File: src/hdl/slfr_pkg.sv
// slfr_pkg: shared widths, codes and types for the length-prefixed frame receiver
// used by the channel interfaces and by soh_length_frame_receiver
// no dependencies
package slfr_pkg;

    localparam int ByteW  = 8;
    localparam int LenW   = 16;
    localparam int TickW  = 16;
    localparam int KindW  = 2;
    localparam int CfgIdxW = 2;
    localparam int CfgDataW = 16;

    localparam logic [ByteW-1:0] StartByteReset = 8'd1;
    localparam logic [TickW-1:0] TimeoutReset   = 16'd1000;

    // item kinds on the receive channel
    localparam logic OP_BYTE = 1'b0;
    localparam logic OP_TICK = 1'b1;

    // configuration register indexes
    localparam logic [CfgIdxW-1:0] REG_START_BYTE = 2'd0;
    localparam logic [CfgIdxW-1:0] REG_TIMEOUT    = 2'd1;

    typedef enum logic [KindW-1:0] {
        KIND_BYTE  = 2'd0,
        KIND_EMPTY = 2'd1,
        KIND_ABORT = 2'd2
    } kind_t;

    typedef enum logic [3:0] {
        PH_WAIT   = 4'b0001,
        PH_LEN_HI = 4'b0010,
        PH_LEN_LO = 4'b0100,
        PH_DATA   = 4'b1000
    } phase_t;

endpackage

File: src/hdl/slfr_if.sv
// slfr_if: valid/ready channel interfaces for the frame receiver
// receive items, result items and configuration writes
// depends on slfr_pkg
interface slfr_in_if
    import slfr_pkg::*;
();
    logic             valid;
    logic             ready;
    logic             op;
    logic [ByteW-1:0] rx_byte;

    modport source(output valid, op, rx_byte, input ready);
    modport sink(input valid, op, rx_byte, output ready);
endinterface

interface slfr_out_if
    import slfr_pkg::*;
();
    logic             valid;
    logic             ready;
    logic [KindW-1:0] kind;
    logic [ByteW-1:0] data_byte;
    logic             last;
    logic [LenW-1:0]  packet_length;
    logic [LenW-1:0]  received_count;

    modport source(output valid, kind, data_byte, last, packet_length, received_count,
                   input ready);
    modport sink(input valid, kind, data_byte, last, packet_length, received_count,
                 output ready);
endinterface

interface slfr_cfg_if
    import slfr_pkg::*;
();
    logic                valid;
    logic                ready;
    logic [CfgIdxW-1:0]  index;
    logic [CfgDataW-1:0] data;

    modport source(output valid, index, data, input ready);
    modport sink(input valid, index, data, output ready);
endinterface

File: src/hdl/soh_length_frame_receiver.sv
// soh_length_frame_receiver: start byte, 16-bit big-endian length, payload bytes
// with a packet timeout driven by tick items
// depends on slfr_pkg and the channel interfaces in slfr_if.sv
//
// usage
//   rx_item carries one item per handshake: a received uart byte (op 0) or a
//   time tick (op 1). result carries at most one item per received item:
//   a payload byte, an empty-packet completion or a timeout abort.
//   cfg writes start_byte (index 0) or timeout_ticks (index 1); it is always
//   ready, other indexes are dropped. write it only while the block is idle.
//   an item is captured in an input register, then decoded against the packet
//   state into a result register: result valid is registered and rises when
//   the item moves on from the input register. one item per cycle is sustained
//   while results are taken; the packet state is updated once per item.
//   if result is stalled with a result waiting, items that make no result
//   still flow; an item that makes a result holds in the input register and
//   rx_item.ready drops until the waiting result is taken.
//   reset puts the block in the wait-for-start state with the timer stopped,
//   start_byte 1 and timeout_ticks 1000.
module soh_length_frame_receiver
    import slfr_pkg::*;
(
    input  logic         clk,
    input  logic         rst_n,
    slfr_in_if.sink      rx_item,
    slfr_out_if.source   result,
    slfr_cfg_if.sink     cfg
);

    // configuration
    logic [ByteW-1:0] start_byte_reg;
    logic [TickW-1:0] timeout_reg;

    // input register
    logic             in_valid_reg;
    logic             op_reg;
    logic [ByteW-1:0] byte_reg;

    // packet state
    phase_t           phase_reg, phase_next;
    logic [ByteW-1:0] length_high_reg, length_high_next;
    logic [LenW-1:0]  expected_reg, expected_next;
    logic [LenW-1:0]  count_reg, count_next;
    logic [TickW-1:0] ticks_reg, ticks_next;

    // result register
    logic             out_valid_reg;
    kind_t            kind_reg;
    logic [ByteW-1:0] data_reg;
    logic             last_reg;
    logic [LenW-1:0]  plen_reg;
    logic [LenW-1:0]  rcount_reg;

    logic             has_result;
    kind_t            res_kind;
    logic [ByteW-1:0] res_data;
    logic             res_last;
    logic [LenW-1:0]  count_inc;
    logic [LenW-1:0]  length_word;
    logic             advance;
    logic             in_take;

    assign cfg.ready = 1'b1;

    always_ff @(posedge clk or negedge rst_n)
    begin
        if (!rst_n)
        begin
            start_byte_reg <= StartByteReset;
            timeout_reg    <= TimeoutReset;
        end
        else if (cfg.valid)
        begin
            if (cfg.index == REG_START_BYTE)
            begin
                start_byte_reg <= cfg.data[ByteW-1:0];
            end
            else if (cfg.index == REG_TIMEOUT)
            begin
                timeout_reg <= cfg.data[TickW-1:0];
            end
        end
    end

    // an item moves on when its result has a free slot or it makes none
    assign advance  = in_valid_reg && (!out_valid_reg || result.ready || !has_result);
    assign rx_item.ready = !in_valid_reg || advance;
    assign in_take  = rx_item.valid && rx_item.ready;

    always_ff @(posedge clk or negedge rst_n)
    begin
        if (!rst_n)
        begin
            in_valid_reg <= 1'b0;
        end
        else if (rx_item.ready)
        begin
            in_valid_reg <= rx_item.valid;
        end
    end

    always_ff @(posedge clk)
    begin
        if (in_take)
        begin
            op_reg   <= rx_item.op;
            byte_reg <= rx_item.rx_byte;
        end
    end

    assign count_inc   = count_reg + LenW'(1);
    assign length_word = {length_high_reg, byte_reg};

    always_comb
    begin
        phase_next       = phase_reg;
        length_high_next = length_high_reg;
        expected_next    = expected_reg;
        count_next       = count_reg;
        ticks_next       = ticks_reg;
        has_result       = 1'b0;
        res_kind         = KIND_BYTE;
        res_data         = '0;
        res_last         = 1'b0;

        if (op_reg == OP_TICK)
        begin
            if (phase_reg != PH_WAIT)
            begin
                // a loaded zero aborts on the first tick as one would
                if (ticks_reg <= TickW'(1))
                begin
                    phase_next = PH_WAIT;
                    ticks_next = '0;
                    has_result = 1'b1;
                    res_kind   = KIND_ABORT;
                    res_last   = 1'b1;
                end
                else
                begin
                    ticks_next = ticks_reg - TickW'(1);
                end
            end
        end
        else
        begin
            case (phase_reg)
                PH_WAIT:
                begin
                    if (byte_reg == start_byte_reg)
                    begin
                        phase_next       = PH_LEN_HI;
                        ticks_next       = timeout_reg;
                        length_high_next = '0;
                        expected_next    = '0;
                        count_next       = '0;
                    end
                end
                PH_LEN_HI:
                begin
                    length_high_next = byte_reg;
                    phase_next       = PH_LEN_LO;
                end
                PH_LEN_LO:
                begin
                    expected_next = length_word;
                    count_next    = '0;
                    if (length_word == '0)
                    begin
                        phase_next = PH_WAIT;
                        ticks_next = '0;
                        has_result = 1'b1;
                        res_kind   = KIND_EMPTY;
                        res_last   = 1'b1;
                    end
                    else
                    begin
                        phase_next = PH_DATA;
                    end
                end
                PH_DATA:
                begin
                    count_next = count_inc;
                    has_result = 1'b1;
                    res_kind   = KIND_BYTE;
                    res_data   = byte_reg;
                    res_last   = (count_inc >= expected_reg);
                    if (count_inc >= expected_reg)
                    begin
                        phase_next = PH_WAIT;
                        ticks_next = '0;
                    end
                end
                default:
                begin
                    phase_next = PH_WAIT;
                    ticks_next = '0;
                end
            endcase
        end
    end

    always_ff @(posedge clk or negedge rst_n)
    begin
        if (!rst_n)
        begin
            phase_reg       <= PH_WAIT;
            length_high_reg <= '0;
            expected_reg    <= '0;
            count_reg       <= '0;
            ticks_reg       <= '0;
        end
        else if (advance)
        begin
            phase_reg       <= phase_next;
            length_high_reg <= length_high_next;
            expected_reg    <= expected_next;
            count_reg       <= count_next;
            ticks_reg       <= ticks_next;
        end
    end

    always_ff @(posedge clk or negedge rst_n)
    begin
        if (!rst_n)
        begin
            out_valid_reg <= 1'b0;
        end
        else if (advance && has_result)
        begin
            out_valid_reg <= 1'b1;
        end
        else if (result.ready)
        begin
            out_valid_reg <= 1'b0;
        end
    end

    always_ff @(posedge clk)
    begin
        if (advance && has_result)
        begin
            kind_reg   <= res_kind;
            data_reg   <= res_data;
            last_reg   <= res_last;
            plen_reg   <= expected_next;
            rcount_reg <= count_next;
        end
    end

    assign result.valid          = out_valid_reg;
    assign result.kind           = kind_reg;
    assign result.data_byte      = data_reg;
    assign result.last           = last_reg;
    assign result.packet_length  = plen_reg;
    assign result.received_count = rcount_reg;

    // timer is stopped whenever no packet is open
    a_timer_stopped_in_wait: assert property (@(posedge clk) disable iff (!rst_n)
        phase_reg == PH_WAIT |-> ticks_reg == '0)
        else $error("timer running while waiting for start byte");

    // payload phase never holds a finished packet
    a_count_below_length: assert property (@(posedge clk) disable iff (!rst_n)
        phase_reg == PH_DATA |-> count_reg < expected_reg)
        else $error("payload count reached length without completing");

    // a closing payload byte carries the full announced count
    a_last_byte_count: assert property (@(posedge clk) disable iff (!rst_n)
        out_valid_reg && kind_reg == KIND_BYTE && last_reg
            |-> rcount_reg == plen_reg)
        else $error("last payload byte with count different from length");

    a_empty_counts: assert property (@(posedge clk) disable iff (!rst_n)
        out_valid_reg && kind_reg == KIND_EMPTY
            |-> plen_reg == '0 && rcount_reg == '0 && last_reg)
        else $error("empty packet result with nonzero counts");

    // a held item stays in the input register until it can move on
    a_input_held: assert property (@(posedge clk) disable iff (!rst_n)
        in_valid_reg && !advance |=> in_valid_reg)
        else $error("input item lost while blocked");

endmodule

File: src/flat_wrapper.sv
// flat-port wrapper written by rule: the top's interface ports become plain ports
module soh_length_frame_receiver_flat import slfr_pkg::*;
  (clk, rst_n, rx_item_valid, rx_item_op, rx_item_rx_byte, rx_item_ready, result_valid, result_kind, result_data_byte, result_last, result_packet_length, result_received_count, result_ready, cfg_valid, cfg_index, cfg_data, cfg_ready);
  slfr_in_if rx_item_i ();
  slfr_out_if result_i ();
  slfr_cfg_if cfg_i ();
  input  logic clk;
  input  logic rst_n;
  input wire logic [$bits(rx_item_i.valid)-1:0] rx_item_valid;
  input wire logic [$bits(rx_item_i.op)-1:0] rx_item_op;
  input wire logic [$bits(rx_item_i.rx_byte)-1:0] rx_item_rx_byte;
  output wire logic [$bits(rx_item_i.ready)-1:0] rx_item_ready;
  output wire logic [$bits(result_i.valid)-1:0] result_valid;
  output wire logic [$bits(result_i.kind)-1:0] result_kind;
  output wire logic [$bits(result_i.data_byte)-1:0] result_data_byte;
  output wire logic [$bits(result_i.last)-1:0] result_last;
  output wire logic [$bits(result_i.packet_length)-1:0] result_packet_length;
  output wire logic [$bits(result_i.received_count)-1:0] result_received_count;
  input wire logic [$bits(result_i.ready)-1:0] result_ready;
  input wire logic [$bits(cfg_i.valid)-1:0] cfg_valid;
  input wire logic [$bits(cfg_i.index)-1:0] cfg_index;
  input wire logic [$bits(cfg_i.data)-1:0] cfg_data;
  output wire logic [$bits(cfg_i.ready)-1:0] cfg_ready;
  assign rx_item_i.valid = rx_item_valid;
  assign rx_item_i.op = rx_item_op;
  assign rx_item_i.rx_byte = rx_item_rx_byte;
  assign rx_item_ready = rx_item_i.ready;
  assign result_valid = result_i.valid;
  assign result_kind = result_i.kind;
  assign result_data_byte = result_i.data_byte;
  assign result_last = result_i.last;
  assign result_packet_length = result_i.packet_length;
  assign result_received_count = result_i.received_count;
  assign result_i.ready = result_ready;
  assign cfg_i.valid = cfg_valid;
  assign cfg_i.index = cfg_index;
  assign cfg_i.data = cfg_data;
  assign cfg_ready = cfg_i.ready;
  soh_length_frame_receiver u_core (.clk(clk), .rst_n(rst_n), .rx_item(rx_item_i), .result(result_i), .cfg(cfg_i));
endmodule
File: config.mk
export PLATFORM = sky130hd
export DESIGN_NAME = soh_length_frame_receiver_flat
export DESIGN_NICKNAME = d
export VERILOG_FILES = /design/src/hdl/slfr_pkg.sv /design/src/hdl/slfr_if.sv /design/src/hdl/soh_length_frame_receiver.sv /design/src/flat_wrapper.sv
export SDC_FILE = /design/constraint.sdc
export NUM_CORES = 1
export LEC_CHECK = 0
export BUFFER_PORTS_ARGS = -buffer_cell sky130_fd_sc_hd__buf_2
export CORE_MARGIN = 2
export CORE_UTILIZATION = 45
export CTS_BUF_LIST = sky130_fd_sc_hd__clkbuf_2
export DETAILED_ROUTE_END_ITERATION = 16
export GPL_TIMING_DRIVEN = 0
export MAX_ROUTING_LAYER = met4
export PLACE_DENSITY_LB_ADDON = 0.3
export SETUP_SLACK_MARGIN = 0.15
export SYNTH_ARGS = -nofsm -noshare
export SYNTH_HDL_FRONTEND = slang
export SYNTH_SLANG_ARGS = --single-unit
File: constraint.sdc
create_clock -name clk -period 3.85 [get_ports clk]
set_input_delay 0.1925 -clock clk [delete_from_list [all_inputs] [get_ports clk]]
set_output_delay 0.1925 -clock clk [all_outputs]
set_load 0.1 [all_outputs]
# Word level (Yosys, flattened, before mapping)
# Index checks and enable logic that the tools add are counted.
dict set report word_totals {
  reg_bits 138
  in_bits 32
  output_inout_bits 46
  elab_cells 92
}
dict set report classes {
  n_addsub 2
  magnitude_cmp 2
  eq_ne 14
  muxes 36
  n_bitwise 3
  n_reduce_logical 19
}
# operator count
set op_table {}
lappend op_table {{16-bit two-way mux} 10}
lappend op_table {{16-bit case mux with 4 select lines} 1}
lappend op_table {{16-bit case mux with 3 select lines} 1}
lappend op_table {{16-bit case mux with 2 select lines} 1}
lappend op_table {{4-bit two-way mux} 6}
lappend op_table {{16-bit by 1-bit adder with 16-bit output (second input constant)} 1}
lappend op_table {{16-bit >= comparator} 1}
lappend op_table {{16-bit by 1-bit <= comparator with 1-bit output (second input constant)} 1}
lappend op_table {{16-bit logical NOT} 1}
lappend op_table {{4-bit case mux with 4 select lines} 1}
lappend op_table {{8-bit case mux with 2 select lines} 1}
lappend op_table {{16-bit by 1-bit subtractor with 16-bit output (second input constant)} 1}
lappend op_table {{3-bit by 1-bit inequality test with 1-bit output (second input constant)} 3}
lappend op_table {{8-bit == test} 1}
lappend op_table {{1-bit two-way mux} 8}
lappend op_table {{2-bit two-way mux} 4}
lappend op_table {{8-bit two-way mux} 1}
lappend op_table {{6-bit AND reduction} 1}
lappend op_table {{5-bit AND reduction} 1}
lappend op_table {{4-bit by 1-bit == test with 1-bit output (second input constant)} 1}
lappend op_table {{4-bit by 2-bit == test with 1-bit output (second input constant)} 1}
lappend op_table {{4-bit by 3-bit == test with 1-bit output (second input constant)} 1}
lappend op_table {{4-bit == test (second input constant)} 1}
lappend op_table {{2-bit by 1-bit inequality test with 1-bit output (second input constant)} 2}
lappend op_table {{14 further kinds} 25}

# Logic depth before layout (Yosys ltp)
dict set report logic_depth {
  word_depth 9
  ltp_mapped 14
  depth_no_buf 13
}

# Worst setup path after synthesis
# Ideal clock, no wire load.
dict set report synth_timing {
  path_kind {reg2reg}
  startpoint {register u_core.phase_reg[0]}
  endpoint {register u_core.data_reg[0], in the netlist u_core.result.data_byte[0], enable pin}
  setup_time_ns 0.443
  arrival_time_ns 3.392
  t_required_ns 3.407
  setup_slack_ns 0.015
  path_stages_with_launch 7
  path_buffers 2
  period_less_slack_ns 3.835
  path_cell_list {dfstp_2 buf_2 nand3b_1 a31oi_1 o21ai_4 clkbuf_1 nor2_1}
}
dict set report synth_between {
  elab_chain_len 7
  word_cells_on_any_way 10
  cone_classes {eq/ne: 3; mux: 3; reduce/logical: 4}
}
# item line
set synth_lines {}
lappend synth_lines {{start: declaration} soh_length_frame_receiver.sv:40} ;# phase_t phase_reg, phase_next;
lappend synth_lines {{start signal: assignment} soh_length_frame_receiver.sv:215} ;# phase_reg <= phase_next;
lappend synth_lines {{4-bit == test, or another cell as far along} soh_length_frame_receiver.sv:147} ;# case (phase_reg)
lappend synth_lines {{1-bit case mux with 2 select lines / 1-bit two-way mux (equally long branches)} {soh_length_frame_receiver.sv:147, soh_length_frame_receiver.sv:128}}
lappend synth_lines {{1-bit two-way mux *} soh_length_frame_receiver.sv:126} ;# if (op_reg == OP_TICK)
lappend synth_lines {{1-bit logical NOT} soh_length_frame_receiver.sv:86} ;# assign advance = in_valid_reg && (!out_valid_reg || result.ready || !has_result);
lappend synth_lines {{1-bit logical OR} soh_length_frame_receiver.sv:86}
lappend synth_lines {{1-bit logical AND} soh_length_frame_receiver.sv:86}
lappend synth_lines {{1-bit logical AND *} soh_length_frame_receiver.sv:241} ;# if (advance && has_result)
lappend synth_lines {{end signal: assignment} soh_length_frame_receiver.sv:244} ;# data_reg <= res_data;
lappend synth_lines {{end: declaration} soh_length_frame_receiver.sv:49} ;# logic [ByteW-1:0] data_reg;
# Mark *: on every way between the ends. The rest lies on a longest branch, timed or not.
# A chain may end at the register's enable or synchronous reset.

# Final worst setup path
dict set report layout_timing {
  startpoint {register u_core.count_reg[0]}
  endpoint {register u_core.ticks_reg[9]}
}
dict set report layout_between {
  elab_chain_len 4
}
# item line
set layout_lines {}
lappend layout_lines {{start: declaration} soh_length_frame_receiver.sv:43} ;# logic [LenW-1:0] count_reg, count_next;
lappend layout_lines {{start signal: assignment} soh_length_frame_receiver.sv:218} ;# count_reg <= count_next;
lappend layout_lines {{16-bit by 1-bit adder with 16-bit output} soh_length_frame_receiver.sv:111} ;# assign count_inc = count_reg + LenW'(1);
lappend layout_lines {{16-bit >= comparator} soh_length_frame_receiver.sv:188} ;# if (count_inc >= expected_reg)
lappend layout_lines {{3-bit by 1-bit inequality test with 1-bit output (no source line)} --}
lappend layout_lines {{6-bit AND reduction (no source line)} --}
lappend layout_lines {{end signal: assignment} soh_length_frame_receiver.sv:219} ;# ticks_reg <= ticks_next;
lappend layout_lines {{end: declaration} soh_length_frame_receiver.sv:44} ;# logic [TickW-1:0] ticks_reg, ticks_next;
# No other way between the ends.

==> key figures <==
Finish
  • Layout cells sized above 1: between 20% and 30%
  • Fill count: 1,290
  • Final non-filler cell total: 959
  • Post-layout nets: roughly 800
  • Area grow syn2layout: 19.8%

Setup path
  • CP max-delay cell: dfrtp_2
  • Crit path launch type: flop
  • Crit path to: u_core.ticks_reg[9]
  • Worst Path Class, Setup: flop to flop
  • Worst r2r dst: u_core.ticks_reg[9]
  • R2r worst-path depth: 14
  • Max FO, Critical Path: 10
  • FF-to-FF setup slack: 0.44 ns
  • Worst EP arrival: 4.07 ns
  • Worst r2r src: u_core.count_reg[0]
  • Critical path data required time: 4.50 ns
  • CP startpoint: u_core.count_reg[0]
  • CP Cell Sequence: ha_1, nand3_1, nor3_2, nand2_1, or2_2, nand2_1, ha_1, nand4_1, nor3_2, o2111ai_1, nand4_1, nor4b_4, buf_6, mux2_1
  • Slowest cell delay on critical path: roughly 0.47 ns
  • Crit path capture type: flop

STA
  • Fmax: 293 MHz
  • Hold slack final: 0.0521 ns
  • Final period util: 88.7%
  • Period minus WS final: 3.41 ns
  • Layout Skew: between 0.03 and 0.04 ns
  • Worst slew pin tran: 1.26 ns
  • Hold Fails Final Rpt: 0
  • Slew Limit Headroom: 14.8%
  • Setup violations, final: 0
  • Slew Limit Fails: 0
  • Unrepaired setup endpoints after global routing: false

Clock network
  • Clk pin slew, worst setup/hold paths: approximately 0.2 ns
  • CTS buffer count: 17
  • Clk sink count: 138
  • Clk buf depth: 2
  • H-tree depth: 4
  • Clock latency on the worst-skew pair: 0.77 ns
  • Root Driver: clkbuf_2
  • TritonCTS clock tree: built

Synth
  • Top post-synthesis cells by count: dfrtp_1 (78), nand2_1 (77), edfxtp_1 (52), o21ai_0 (48), a22o_1 (42)
  • Register bit total from synthesis: ~140
  • Biggest area consumer among synthesized cells: dfrtp_1
  • Library cells used by synthesis: 57
  • Yosys warnings: 0
  • Syn_nets: between 600 and 700
  • Post-synth top flop: dfrtp_1
  • Post-synth EDFFs: 52
  • Area contributors post-synth: dfrtp_1 (28%), edfxtp_1 (22%), mux2_2 (5.5%), a22o_1 (5.3%), nand2_1 (4.2%)
  • Seq/Total Area, Yosys: a little over half
  • Avg Cell Area, Syn: 11.2 sq um
  • Mapped Area: 0.00695 sq mm
  • Top-count cell post-synth: dfrtp_1
  • Cells after Synth: 620
  • FFs w/ async S/R, synth: 62.3%
  • Post-synth top area share: roughly 28%

Die
  • Num rows: between 40 and 50
  • Core ar.: 0.0151 sq mm
  • Die area: 0.0165 sq mm
  • I/O Pins: 78
  • Initial Utilization: 45.9%
  • Die span in y: 128 um
  • Die width: 128 um

Routing
  • Via count: 5,251
  • Post-route ant nets: 0
  • Total routed wirelength: 16,200 um
  • Via/cell ratio: between 5 and 6
  • Drt first pass iters: 5
  • Remaining design rule violation count: 0
  • Detailed Route Iter0 Violations: around 460
  • Routed wire per std cell: 16.9 um

Placed design
  • Gp weighted congestion: between 0.8 and 0.9
  • PortBufs: 76
  • DP HPWL: approximately 11,000 um
  • Cells after DPL: 886

Job
  • MaxCap Viol Count: 0

Global route
  • Initial antenna violation count: 1
  • Total GRT Usage: about a fifth
  • Largest net degree at the start of global routing: 64
  • GRT overflow: 0
  • Vias in the first global route: 5,151
  • First-pass GRT wire length: 25,800 um

Worst hold path
  • Min-Delay Path Depth: 3
  • Hold Path Class: input port to flop

Power
  • Leakage: 3.56 nW
  • Power Dens Cells: just over 500 mW/mm^2
  • Maximum VDD drop: 0.000349 V

Run status
  • Status: complete, no violations
## cell type report
cell class / count / area [sq um] / share of cell area, %
Timing Repair Buffer: 118 / 841 / 10.1
Buffer: 27 / 150 / 1.80
Multi-Input combinational cell: 423 / 2990 / 35.9
Inverter: 32 / 120 / 1.44
Clock inverter: 15 / 176 / 2.12
Clock buffer: 17 / 85.1 / 1.02
Sequential cell: 138 / 3720 / 44.7
Antenna cell: 1 / 2.50 / 0.0301
Tap cell: 188 / 235 / 2.82
## logic make-up after synthesis
| group | Yosys count | synth area share (%) |
|---|---|---|
| fa+ha+maj | 19 | 3.42 |
| xor+xnor | 29 | 3.65 |
| simple gates | 195 | 14.6 |
| other cells | 1 | 0.0539 |
| flops | 138 | 53.6 |
| compound gates | 127 | 12.6 |
| buf+inv | 59 | 3.87 |
| mux | 52 | 8.26 |
## cell usage in the layout (no fill, tap or decap), types with 3 or more instances in the layout
cell type and count:
a21oi_1 11, a22o_1 42, a31oi_1 3, and2_1 3, and3_1 12, buf_2 80
buf_4 5, buf_6 5, bufinv_16 3, clkbuf_1 15, clkbuf_2 18, clkinv_4 3
clkinvlp_4 5, dfrtp_1 77, dfstp_2 8, dlygate4sd3_1 36, edfxtp_1 52, ha_1 19
inv_1 32, mux2_1 9, mux2_2 34, mux2i_1 9, nand2_1 77, nand2b_1 9
nand3_1 10, nand3b_1 3, nand4_1 6, nor2_1 24, nor3_1 10, nor3b_1 4
nor4_1 6, o21ai_0 48, o22ai_1 4, o31ai_1 4, or2_2 3, or3_1 7
or4_1 3, xnor2_1 12, xor2_1 17
## stage by stage
step	setup WS (ns)	utilization, %	cell area (sq um)	TNS, ns	total power, W
final	0.437	55.0	8330	0	0.00429
after detailed placement	-0.387	50.4	7630	-4.48	0.00333
after global routing	0.219	55.0	8330	0	0.00456
after CTS	0.234	54.8	8310	0	0.00430
after global placement	-0.293	50.0	7570	-9.08	0.00327
after floorplan	0.425	-	6960	0	0.00299
## power breakdown
part	leakage, nW	switching, W	total (W)	internal [W]
registers	1.58	0.000238	0.00205	0.00181
clock network	0.140	0.000567	0.000928	0.000361
logic	1.84	0.000710	0.00131	0.000604
## per-layer routing
metal	up-vias	part of all wire, %	global-route usage [%]	wire (um)
met5	-	0	-	0
met4	0	1.9	6.92	307
met3	27	5.0	5.22	812
met2	144	49	33.9	8010
met1	2539	44	26.1	7080
li1	2541	-	-	-
## worst min path at each step
stage | from | endpoint
after floorplan | rst_n | u_core.count_reg[0]
after global placement | rx_item_rx_byte[5] | u_core.byte_reg[5]
after detailed placement | rst_n | u_core.expected_reg[9]
after CTS | cfg_valid | u_core.timeout_reg[0]
after global routing | cfg_valid | u_core.timeout_reg[0]
final | cfg_valid | u_core.timeout_reg[0]
## worst max-delay path, delay by kind of cell (launching register included)
kind            cells  cell delay (ns)
simple gates        9             1.72
fa+ha+maj           2             0.40
flops               1             0.47
mux                 1             0.34
buf+inv             1             0.20
compound gates      1             0.18
## what timing repair did
| item | CTS | global route |
|---|---|---|
| pin swaps | 1 | 0 |
| endpoints found under the setup margin | 19 | 19 |
| hold buffers | 37 | 0 |
| resized for setup | 1 | 6 |
| setup buffers | 3 | 0 |
| endpoints found under the hold margin | 121 | 0 |
Note: power is estimated with default switching activity, not from simulation.
